[src/sv/canrx_pkg.sv]
// Shared types and codes for the CAN receive mailbox.
package canrx_pkg;

    localparam int QUEUE_DEPTH_DEF = 16;
    localparam int ELAPSED_W = 17;
    localparam logic [ELAPSED_W-1:0] ELAPSED_MAX = '1;

    localparam logic [2:0] MODE_ARRIVE  = 3'd0;
    localparam logic [2:0] MODE_REQUEST = 3'd1;
    localparam logic [2:0] MODE_TICK    = 3'd2;
    localparam logic [2:0] MODE_QUERY   = 3'd3;
    localparam logic [2:0] MODE_CLEAR   = 3'd4;

    localparam logic [1:0] KIND_FRAME   = 2'd0;
    localparam logic [1:0] KIND_TIMEOUT = 2'd1;
    localparam logic [1:0] KIND_AVAIL   = 2'd2;

    typedef struct packed {
        logic [31:0] id;
        logic [3:0]  len;
        logic [63:0] data;
    } frame_t;

    localparam frame_t FRAME_ZERO = '{id: 32'd0, len: 4'd0, data: 64'd0};

    typedef struct packed {
        logic wr_en;
        logic rd_en;
        logic clr_one;
        logic clr_all;
    } slot_ctrl_t;

    typedef enum logic [1:0] {
        ST_IDLE,
        ST_SCAN,
        ST_EMIT
    } state_t;

endpackage

[src/sv/canrx_in_if.sv]
// Request channel of the CAN receive mailbox.
interface canrx_in_if;
    logic        valid;
    logic        ready;
    logic [2:0]  mode;
    logic [31:0] frame_id;
    logic [3:0]  frame_len;
    logic [63:0] frame_data;
    logic [31:0] want_id;
    logic [31:0] want_mask;
    logic [15:0] wait_ticks;

    modport source (
        output valid, mode, frame_id, frame_len, frame_data, want_id, want_mask, wait_ticks,
        input  ready
    );
    modport sink (
        input  valid, mode, frame_id, frame_len, frame_data, want_id, want_mask, wait_ticks,
        output ready
    );
endinterface

[src/sv/canrx_out_if.sv]
// Result channel of the CAN receive mailbox.
interface canrx_out_if;
    logic        valid;
    logic        ready;
    logic [1:0]  kind;
    logic [31:0] out_id;
    logic [3:0]  out_len;
    logic [63:0] out_data;
    logic        present;

    modport source (
        output valid, kind, out_id, out_len, out_data, present,
        input  ready
    );
    modport sink (
        input  valid, kind, out_id, out_len, out_data, present,
        output ready
    );
endinterface

[src/sv/can_receive_mailbox_with_filter.sv]
// CAN receive mailbox: slot ring with masked-id requests and timeouts.
//
// cmd carries one request per handshake (valid/ready): frame arrival, read
// request, 1 ms tick, availability query or clear. rsp returns at most one
// result per request: a frame, a timeout marker or an availability answer.
// cmd.ready is high only while no request is in work; a finished result sits
// in the rsp register and the next request is taken while it waits.
// Arrival, tick and clear need no scan. An arrival that satisfies the
// pending read and a tick that expires it hand their result through the
// res register to the rsp register. Read and query scan the slot memory
// one slot per cycle through its single read port, starting at the write
// pointer: a match ends the scan early; a read with no match turns pending
// once every slot has been checked, and returns nothing.
// Reset empties all slots at once (valid flags in flops), zeroes the write
// pointer and drops any pending read. While rsp is stalled, a finished
// result holds in place and the block waits before producing the next one.
module can_receive_mailbox_with_filter #(
    parameter int QUEUE_DEPTH = canrx_pkg::QUEUE_DEPTH_DEF
) (
    input  logic       clk,
    input  logic       rst_n,
    canrx_in_if.sink   cmd,
    canrx_out_if.source rsp
);
    import canrx_pkg::*;

    localparam int AW = $clog2(QUEUE_DEPTH);
    localparam int CW = $clog2(QUEUE_DEPTH + 1);
    localparam logic [AW-1:0] LAST_SLOT = AW'(QUEUE_DEPTH - 1);
    localparam logic [CW-1:0] SCAN_LEN  = CW'(QUEUE_DEPTH);
    localparam logic [CW-1:0] SCAN_LAST = CW'(QUEUE_DEPTH - 1);

    state_t                state_reg, state_next;
    logic [AW-1:0]         write_slot_reg, write_slot_next;
    logic                  waiting_reg, waiting_next;
    logic [31:0]           pending_id_reg, pending_id_next;
    logic [31:0]           pending_mask_reg, pending_mask_next;
    logic [15:0]           pending_limit_reg, pending_limit_next;
    logic [ELAPSED_W-1:0]  elapsed_reg, elapsed_next;
    logic [AW-1:0]         issue_addr_reg, issue_addr_next;
    logic [CW-1:0]         issue_cnt_reg, issue_cnt_next;
    logic                  chk_valid_reg, chk_valid_next;
    logic [AW-1:0]         chk_addr_reg, chk_addr_next;
    logic                  chk_last_reg, chk_last_next;
    logic                  query_reg, query_next;
    logic                  rsp_valid_reg, rsp_valid_next;

    logic [31:0]           want_id_reg, want_id_next;
    logic [31:0]           want_mask_reg, want_mask_next;
    logic [15:0]           timeout_reg, timeout_next;
    logic [1:0]            res_kind_reg, res_kind_next;
    frame_t                res_frame_reg, res_frame_next;
    logic                  res_present_reg, res_present_next;
    logic [1:0]            rsp_kind_reg, rsp_kind_next;
    frame_t                rsp_frame_reg, rsp_frame_next;
    logic                  rsp_present_reg, rsp_present_next;

    slot_ctrl_t            ctrl;
    frame_t                in_frame;
    frame_t                rd_frame;
    logic                  slot_valid;
    logic                  scan_hit;
    logic                  arrive_hit;
    logic [ELAPSED_W-1:0]  elapsed_inc;

    canrx_slot_store #(.DEPTH(QUEUE_DEPTH)) u_store (
        .clk       (clk),
        .rst_n     (rst_n),
        .ctrl      (ctrl),
        .wr_addr   (write_slot_reg),
        .wr_frame  (in_frame),
        .rd_addr   (issue_addr_reg),
        .rd_frame  (rd_frame),
        .chk_addr  (chk_addr_reg),
        .chk_valid (slot_valid)
    );

    assign in_frame    = '{id: cmd.frame_id, len: cmd.frame_len, data: cmd.frame_data};
    assign arrive_hit  = waiting_reg && ((cmd.frame_id & pending_mask_reg) == pending_id_reg);
    assign scan_hit    = chk_valid_reg && slot_valid
                         && ((rd_frame.id & want_mask_reg) == want_id_reg);
    assign elapsed_inc = (elapsed_reg == ELAPSED_MAX) ? elapsed_reg
                                                      : elapsed_reg + 1'b1;

    assign cmd.ready    = (state_reg == ST_IDLE);
    assign rsp.valid    = rsp_valid_reg;
    assign rsp.kind     = rsp_kind_reg;
    assign rsp.out_id   = rsp_frame_reg.id;
    assign rsp.out_len  = rsp_frame_reg.len;
    assign rsp.out_data = rsp_frame_reg.data;
    assign rsp.present  = rsp_present_reg;

    always_comb
    begin
        state_next         = state_reg;
        write_slot_next    = write_slot_reg;
        waiting_next       = waiting_reg;
        pending_id_next    = pending_id_reg;
        pending_mask_next  = pending_mask_reg;
        pending_limit_next = pending_limit_reg;
        elapsed_next       = elapsed_reg;
        issue_addr_next    = issue_addr_reg;
        issue_cnt_next     = issue_cnt_reg;
        chk_valid_next     = 1'b0;
        chk_addr_next      = chk_addr_reg;
        chk_last_next      = chk_last_reg;
        query_next         = query_reg;
        want_id_next       = want_id_reg;
        want_mask_next     = want_mask_reg;
        timeout_next       = timeout_reg;
        res_kind_next      = res_kind_reg;
        res_frame_next     = res_frame_reg;
        res_present_next   = res_present_reg;
        rsp_kind_next      = rsp_kind_reg;
        rsp_frame_next     = rsp_frame_reg;
        rsp_present_next   = rsp_present_reg;
        rsp_valid_next     = rsp_valid_reg && !rsp.ready;
        ctrl               = '0;

        case (state_reg)
            ST_IDLE:
            begin
                if (cmd.valid)
                begin
                    case (cmd.mode)
                        MODE_ARRIVE:
                        begin
                            if (arrive_hit)
                            begin
                                waiting_next     = 1'b0;
                                elapsed_next     = '0;
                                res_kind_next    = KIND_FRAME;
                                res_frame_next   = in_frame;
                                res_present_next = 1'b0;
                                state_next       = ST_EMIT;
                            end
                            else
                            begin
                                ctrl.wr_en      = 1'b1;
                                write_slot_next = (write_slot_reg == LAST_SLOT)
                                                  ? '0 : write_slot_reg + 1'b1;
                            end
                        end
                        MODE_REQUEST, MODE_QUERY:
                        begin
                            want_id_next    = cmd.want_id;
                            want_mask_next  = cmd.want_mask;
                            timeout_next    = cmd.wait_ticks;
                            query_next      = (cmd.mode == MODE_QUERY);
                            issue_addr_next = write_slot_reg;
                            issue_cnt_next  = '0;
                            state_next      = ST_SCAN;
                        end
                        MODE_TICK:
                        begin
                            if (waiting_reg)
                            begin
                                elapsed_next = elapsed_inc;
                                if ((pending_limit_reg != 16'd0)
                                    && (elapsed_inc > {1'b0, pending_limit_reg}))
                                begin
                                    waiting_next     = 1'b0;
                                    elapsed_next     = '0;
                                    res_kind_next    = KIND_TIMEOUT;
                                    res_frame_next   = FRAME_ZERO;
                                    res_present_next = 1'b0;
                                    state_next       = ST_EMIT;
                                end
                            end
                        end
                        MODE_CLEAR:
                        begin
                            ctrl.clr_all = 1'b1;
                        end
                        default:
                        begin
                        end
                    endcase
                end
            end

            ST_SCAN:
            begin
                // issue one read per cycle; compare the slot from the registered read
                if (issue_cnt_reg != SCAN_LEN)
                begin
                    ctrl.rd_en      = 1'b1;
                    chk_valid_next  = 1'b1;
                    chk_addr_next   = issue_addr_reg;
                    chk_last_next   = (issue_cnt_reg == SCAN_LAST);
                    issue_addr_next = (issue_addr_reg == LAST_SLOT)
                                      ? '0 : issue_addr_reg + 1'b1;
                    issue_cnt_next  = issue_cnt_reg + 1'b1;
                end
                if (scan_hit)
                begin
                    chk_valid_next = 1'b0;
                    state_next     = ST_EMIT;
                    if (query_reg)
                    begin
                        res_kind_next    = KIND_AVAIL;
                        res_frame_next   = FRAME_ZERO;
                        res_present_next = 1'b1;
                    end
                    else
                    begin
                        ctrl.clr_one     = 1'b1;
                        res_kind_next    = KIND_FRAME;
                        res_frame_next   = rd_frame;
                        res_present_next = 1'b0;
                    end
                end
                else if (chk_valid_reg && chk_last_reg)
                begin
                    chk_valid_next = 1'b0;
                    if (query_reg)
                    begin
                        res_kind_next    = KIND_AVAIL;
                        res_frame_next   = FRAME_ZERO;
                        res_present_next = 1'b0;
                        state_next       = ST_EMIT;
                    end
                    else
                    begin
                        // no stored match: this read becomes the pending one
                        waiting_next       = 1'b1;
                        pending_id_next    = want_id_reg;
                        pending_mask_next  = want_mask_reg;
                        pending_limit_next = timeout_reg;
                        elapsed_next       = '0;
                        state_next         = ST_IDLE;
                    end
                end
            end

            ST_EMIT:
            begin
                if (!rsp_valid_reg || rsp.ready)
                begin
                    rsp_valid_next   = 1'b1;
                    rsp_kind_next    = res_kind_reg;
                    rsp_frame_next   = res_frame_reg;
                    rsp_present_next = res_present_reg;
                    state_next       = ST_IDLE;
                end
            end

            default:
            begin
                state_next = ST_IDLE;
            end
        endcase
    end

    always_ff @(posedge clk or negedge rst_n)
    begin
        if (!rst_n)
        begin
            state_reg         <= ST_IDLE;
            write_slot_reg    <= '0;
            waiting_reg       <= 1'b0;
            pending_id_reg    <= '0;
            pending_mask_reg  <= '0;
            pending_limit_reg <= '0;
            elapsed_reg       <= '0;
            issue_addr_reg    <= '0;
            issue_cnt_reg     <= '0;
            chk_valid_reg     <= 1'b0;
            chk_addr_reg      <= '0;
            chk_last_reg      <= 1'b0;
            query_reg         <= 1'b0;
            rsp_valid_reg     <= 1'b0;
        end
        else
        begin
            state_reg         <= state_next;
            write_slot_reg    <= write_slot_next;
            waiting_reg       <= waiting_next;
            pending_id_reg    <= pending_id_next;
            pending_mask_reg  <= pending_mask_next;
            pending_limit_reg <= pending_limit_next;
            elapsed_reg       <= elapsed_next;
            issue_addr_reg    <= issue_addr_next;
            issue_cnt_reg     <= issue_cnt_next;
            chk_valid_reg     <= chk_valid_next;
            chk_addr_reg      <= chk_addr_next;
            chk_last_reg      <= chk_last_next;
            query_reg         <= query_next;
            rsp_valid_reg     <= rsp_valid_next;
        end
    end

    always_ff @(posedge clk)
    begin
        want_id_reg     <= want_id_next;
        want_mask_reg   <= want_mask_next;
        timeout_reg     <= timeout_next;
        res_kind_reg    <= res_kind_next;
        res_frame_reg   <= res_frame_next;
        res_present_reg <= res_present_next;
        rsp_kind_reg    <= rsp_kind_next;
        rsp_frame_reg   <= rsp_frame_next;
        rsp_present_reg <= rsp_present_next;
    end

endmodule

[src/sv/canrx_slot_store.sv]
// Frame slot memory with per-slot valid flags.
module canrx_slot_store #(
    parameter int DEPTH = canrx_pkg::QUEUE_DEPTH_DEF
) (
    input  logic                     clk,
    input  logic                     rst_n,
    input  canrx_pkg::slot_ctrl_t    ctrl,
    input  logic [$clog2(DEPTH)-1:0] wr_addr,
    input  canrx_pkg::frame_t        wr_frame,
    input  logic [$clog2(DEPTH)-1:0] rd_addr,
    output canrx_pkg::frame_t        rd_frame,
    input  logic [$clog2(DEPTH)-1:0] chk_addr,
    output logic                     chk_valid
);
    import canrx_pkg::*;

    frame_t             mem [DEPTH];
    frame_t             rd_frame_reg;
    logic [DEPTH-1:0]   valid_reg;

    always_ff @(posedge clk)
    begin
        if (ctrl.wr_en)
        begin
            mem[wr_addr] <= wr_frame;
        end
        if (ctrl.rd_en)
        begin
            rd_frame_reg <= mem[rd_addr];
        end
    end

    // clear-all wins; writes and single clears never share a cycle
    always_ff @(posedge clk or negedge rst_n)
    begin
        if (!rst_n)
        begin
            valid_reg <= '0;
        end
        else if (ctrl.clr_all)
        begin
            valid_reg <= '0;
        end
        else
        begin
            if (ctrl.wr_en)
            begin
                valid_reg[wr_addr] <= 1'b1;
            end
            if (ctrl.clr_one)
            begin
                valid_reg[chk_addr] <= 1'b0;
            end
        end
    end

    assign rd_frame  = rd_frame_reg;
    assign chk_valid = valid_reg[chk_addr];

endmodule

[src/flat_wrapper.sv]
// flat-port wrapper written by rule: the top's interface ports become plain ports
module can_receive_mailbox_with_filter_flat import canrx_pkg::*;
#(
    parameter int QUEUE_DEPTH = canrx_pkg::QUEUE_DEPTH_DEF
)
  (clk, rst_n, cmd_valid, cmd_mode, cmd_frame_id, cmd_frame_len, cmd_frame_data, cmd_want_id, cmd_want_mask, cmd_wait_ticks, cmd_ready, rsp_valid, rsp_kind, rsp_out_id, rsp_out_len, rsp_out_data, rsp_present, rsp_ready);
  canrx_in_if cmd_i ();
  canrx_out_if rsp_i ();
  input  logic clk;
  input  logic rst_n;
  input wire logic [$bits(cmd_i.valid)-1:0] cmd_valid;
  input wire logic [$bits(cmd_i.mode)-1:0] cmd_mode;
  input wire logic [$bits(cmd_i.frame_id)-1:0] cmd_frame_id;
  input wire logic [$bits(cmd_i.frame_len)-1:0] cmd_frame_len;
  input wire logic [$bits(cmd_i.frame_data)-1:0] cmd_frame_data;
  input wire logic [$bits(cmd_i.want_id)-1:0] cmd_want_id;
  input wire logic [$bits(cmd_i.want_mask)-1:0] cmd_want_mask;
  input wire logic [$bits(cmd_i.wait_ticks)-1:0] cmd_wait_ticks;
  output wire logic [$bits(cmd_i.ready)-1:0] cmd_ready;
  output wire logic [$bits(rsp_i.valid)-1:0] rsp_valid;
  output wire logic [$bits(rsp_i.kind)-1:0] rsp_kind;
  output wire logic [$bits(rsp_i.out_id)-1:0] rsp_out_id;
  output wire logic [$bits(rsp_i.out_len)-1:0] rsp_out_len;
  output wire logic [$bits(rsp_i.out_data)-1:0] rsp_out_data;
  output wire logic [$bits(rsp_i.present)-1:0] rsp_present;
  input wire logic [$bits(rsp_i.ready)-1:0] rsp_ready;
  assign cmd_i.valid = cmd_valid;
  assign cmd_i.mode = cmd_mode;
  assign cmd_i.frame_id = cmd_frame_id;
  assign cmd_i.frame_len = cmd_frame_len;
  assign cmd_i.frame_data = cmd_frame_data;
  assign cmd_i.want_id = cmd_want_id;
  assign cmd_i.want_mask = cmd_want_mask;
  assign cmd_i.wait_ticks = cmd_wait_ticks;
  assign cmd_ready = cmd_i.ready;
  assign rsp_valid = rsp_i.valid;
  assign rsp_kind = rsp_i.kind;
  assign rsp_out_id = rsp_i.out_id;
  assign rsp_out_len = rsp_i.out_len;
  assign rsp_out_data = rsp_i.out_data;
  assign rsp_present = rsp_i.present;
  assign rsp_i.ready = rsp_ready;
  can_receive_mailbox_with_filter #(.QUEUE_DEPTH(QUEUE_DEPTH)) u_core (.clk(clk), .rst_n(rst_n), .cmd(cmd_i), .rsp(rsp_i));
endmodule
[config.mk]
export PLATFORM = sky130hd
export DESIGN_NAME = can_receive_mailbox_with_filter_flat
export DESIGN_NICKNAME = d
export VERILOG_FILES = /design/src/sv/canrx_pkg.sv /design/src/sv/canrx_in_if.sv /design/src/sv/canrx_out_if.sv /design/src/sv/can_receive_mailbox_with_filter.sv /design/src/sv/canrx_slot_store.sv /design/src/flat_wrapper.sv
export SDC_FILE = /design/constraint.sdc
export NUM_CORES = 2
export LEC_CHECK = 0
export BUFFER_PORTS_ARGS = -buffer_cell sky130_fd_sc_hd__buf_4
export CORE_UTILIZATION = 23
export DETAILED_ROUTE_END_ITERATION = 7
export GPL_ROUTABILITY_DRIVEN = 0
export PLACE_DENSITY = 0.35
export REMOVE_ABC_BUFFERS = 1
export SLEW_MARGIN = 20
export SYNTH_ARGS = -nofsm -noshare
export SYNTH_HDL_FRONTEND = slang
export SYNTH_SLANG_ARGS = --single-unit
[constraint.sdc]
create_clock -name clk -period 11.4 [get_ports clk]
set_input_delay 1.71 -clock clk [delete_from_list [all_inputs] [get_ports clk]]
set_output_delay 1.71 -clock clk [all_outputs]
set_load 0.01 [all_outputs]
==> results_dict.tcl <==
set metrics [dict create \
    period_share 0.509 \
    dr.pass1.iters 5 \
    synth.area.top_cells "edfxtp_1, mux4_2, dfrtp_1" \
    port_buffers 291 \
    slowest_delay_ns 0.64 \
    avgSynthCellArea_um2 19.2 \
    cts.path.max_buffers 4 \
    route.met2.wl_um 123000 \
    hold_viol_final 0 \
    required_ns 11.93 \
    grt_pass1_wl_um 358000 \
    clockPowerShare 0.340 \
    rsz0062_at_grt "no" \
    min_path_type "register to register" \
    layout.cells.most_common "edfxtp_1" \
    finalNetCount 4885 \
    overflow 0 \
    syn_inst 4262 \
    drt-met1-wl_um 119000 \
    critPathCaptureType "register" \
    core-area_um2 353000 \
    cts_max_level 4 \
    cts_root_buf "clkbuf_16" \
    place_area_um2 90000 \
    layout.cells.most_common_list "edfxtp_1, buf_4, mux2i_1" \
    clkTransAtPathRegs_ns 0.06 \
    slew_violations 0 \
    rrSetupSlack_ns 5.59 \
    row_count 218 \
    vias 41683 \
    clkSinkCount 2123 \
    start_util 0.232 \
    p_per_area_nw_per_um2 227 \
    cts_tree "built" \
    drive_above_1_share 0.234 \
    largest_reg_flops 1600 \
    min_period_ns 5.81 \
    seqPwrFrac 0.441 \
    topRoutingLayerUsed "met5" \
    die_w_um 598 \
    worst_pin_slew_ns 1.09 \
    yosysTopAreaCellShare 0.729 \
    dr_wl_met3_um 10600 \
    fmax_mhz 172 \
    p_sw_w 0.00667 \
    syn2layout_area_growth_pct 19.1 \
    fillCellCount 35174 \
    die_y_um 598 \
    startpoint_type "register" \
    wl_um 258000 \
    hpwl_um 140000 \
    dieArea_um2 358000 \
    clk_latency_ns 0.91 \
    syn_area_um2 81800 \
    ys_ff_latch 2123 \
    io_pins 292 \
    hold_start "u_core.res_frame_reg[70]$_DFFE_PP_" \
    yosysTopAreaCell "edfxtp_1" \
    relSlewSlack 0.276 \
    ys.flop_type "edfxtp_1" \
    internal_power_w 0.0155 \
    critPathLaunch "u_core.elapsed_reg[6]$_DFFE_PN0P_" \
    crit_type "register to register" \
    r2r-start "u_core.elapsed_reg[6]$_DFFE_PN0P_" \
    drc 0 \
    cpMaxStageDelayCell "or4b_2" \
    cp.arrival_ns 6.34 \
    postCtsHoldBufs 0 \
    swShare 0.301 \
    ir_drop_v 0.000176 \
    path_common_cell "buf_4" \
    crit_chain "and4_1, nand4_1, o21a_1, or4b_2, xnor2_1, ha_1, nand3_1, a2111o_1, a21oi_1, nor4_1, a31o_2, nor3_2, buf_4, buf_4" \
    grtUsageTotal 0.141 \
    detail-route-antenna-nets 0 \
    finalPower_w 0.0222 \
    crit_fanout 34 \
    regArea_um2 63100 \
    wl_per_cell_um 26.9 \
    grt_pass1_vias 43747 \
    synth.distinct_cells 74 \
    synth-seq-area-share 0.771 \
    yosys_warnings 0 \
    grt_max_degree 108 \
    antenna_found_initial 29 \
    synth_edf_count 1986 \
    setup-violations-final 0 \
    clock_skew_ns 0.0439 \
    combinationalPowerShare 0.219 \
    drt_iter0_markers 3017 \
    status "finished, final reports clean" \
    power.leakage_nw 32.3 \
    cts_buffers 243 \
    cts-resized-gates 0 \
    via_per_inst 4.34 \
    multi_input_area_um2 17800 \
    maxCapViolCount 0 \
    postCtsSetupBuffers 0 \
    synthArstFlopShare 0.0645 \
    fin_area_um2 97500 \
]
[final timing paths]
kind,cells after the start,endpoint
setup / recovery,14,u_core.res_frame_reg[44]$_DFFE_PP_
hold / removal,0,u_core.rsp.out_id[2]$_DFFE_PP_
setup reg to reg,14,u_core.res_frame_reg[44]$_DFFE_PP_
hold reg to reg,0,u_core.rsp.out_id[2]$_DFFE_PP_
max in group asynchronous,3,u_core.issue_addr_reg[3]$_DFFE_PN0P_
min in group asynchronous,1,u_core.pending_limit_reg[15]$_DFFE_PN0P_
[cells in the mapped netlist, drive strengths merged (4+ instances only)]
cell type	count
and3	23
xnor2	15
o22a	8
a221oi	101
a21o	11
and2	17
nand3	23
a21oi	130
mux4	204
nand2	171
inv	41
buf	54
and3b	9
xor2	30
a22o	100
nor2b	9
nand4	20
nand2b	4
nor2	37
nor4	12
o21ai	212
mux2i	307
edfxtp	1986
a21boi	10
o221ai	7
a31oi	30
mux2	188
a22oi	102
a211oi	11
nor3	16
a32oi	4
clkbuf	164
dfrtp	137
ha	25
[through the flow]
stage	utilization	instances	setup WS [ns]	setup TNS (ns)	hold WS (ns)
floorplan	-	4044	-9.93	-1005.04	0.400
global placement	0.255	9158	4.73	0	0.403
detailed placement	0.255	9158	4.81	0	0.405
CTS	0.276	9602	5.49	0	0.412
global route	0.276	9603	5.17	0	0.426
finish	0.276	9606	5.59	0	0.411
[critical path: cells and delay by family, from the launching register on]
kind            cells  cell delay (ns)
buf+inv             2             1.24
fa+ha+maj           1             0.30
flops               1             0.41
simple gates        6             1.84
xor+xnor            1             0.18
compound gates      4             1.37
[power groups by stage]
stage          Sequential, W  Clock (W)  Combinational [W]
6_report             0.00977    0.00753            0.00486
2_1_floorplan         0.0102          0            0.00355
3_5_place_dp         0.00994          0            0.00503
4_1_cts              0.00980    0.00781            0.00504
5_1_grt              0.00984    0.00805            0.00533
3_3_place_gp         0.00996          0            0.00504
[layer usage]
metal  vias to the layer above  track usage
met5                         -            0
met4                        14       0.0326
met3                       341       0.0217
met2                       836        0.233
met1                     22222        0.195
li1                      18270            -
[cell type report]
type / instances / area share
Inverter: 41 / 0.00158
Timing Repair Buffer: 384 / 0.0308
Antenna cell: 4 / 0.000103
Sequential cell: 2123 / 0.647
Multi-Input combinational cell: 1880 / 0.183
Tap cell: 4730 / 0.0607
Clock inverter: 126 / 0.0101
Clock buffer: 318 / 0.0669
[logic make-up (layout without fill, tap and decap cells)]
kind of cell	Yosys count	after routing	synth area share
and+or+nand+nor	362	362	0.0216
buffers and inverters	259	869	0.0138
muxes	699	699	0.123
xor gates and xnor gates	45	45	0.00482
adders and majority gates	25	25	0.00382
other	0	4	0
DFF	2123	2123	0.771
AOI/OAI and AO/OA	749	749	0.0617
Power figures use the tool's default switching activity.
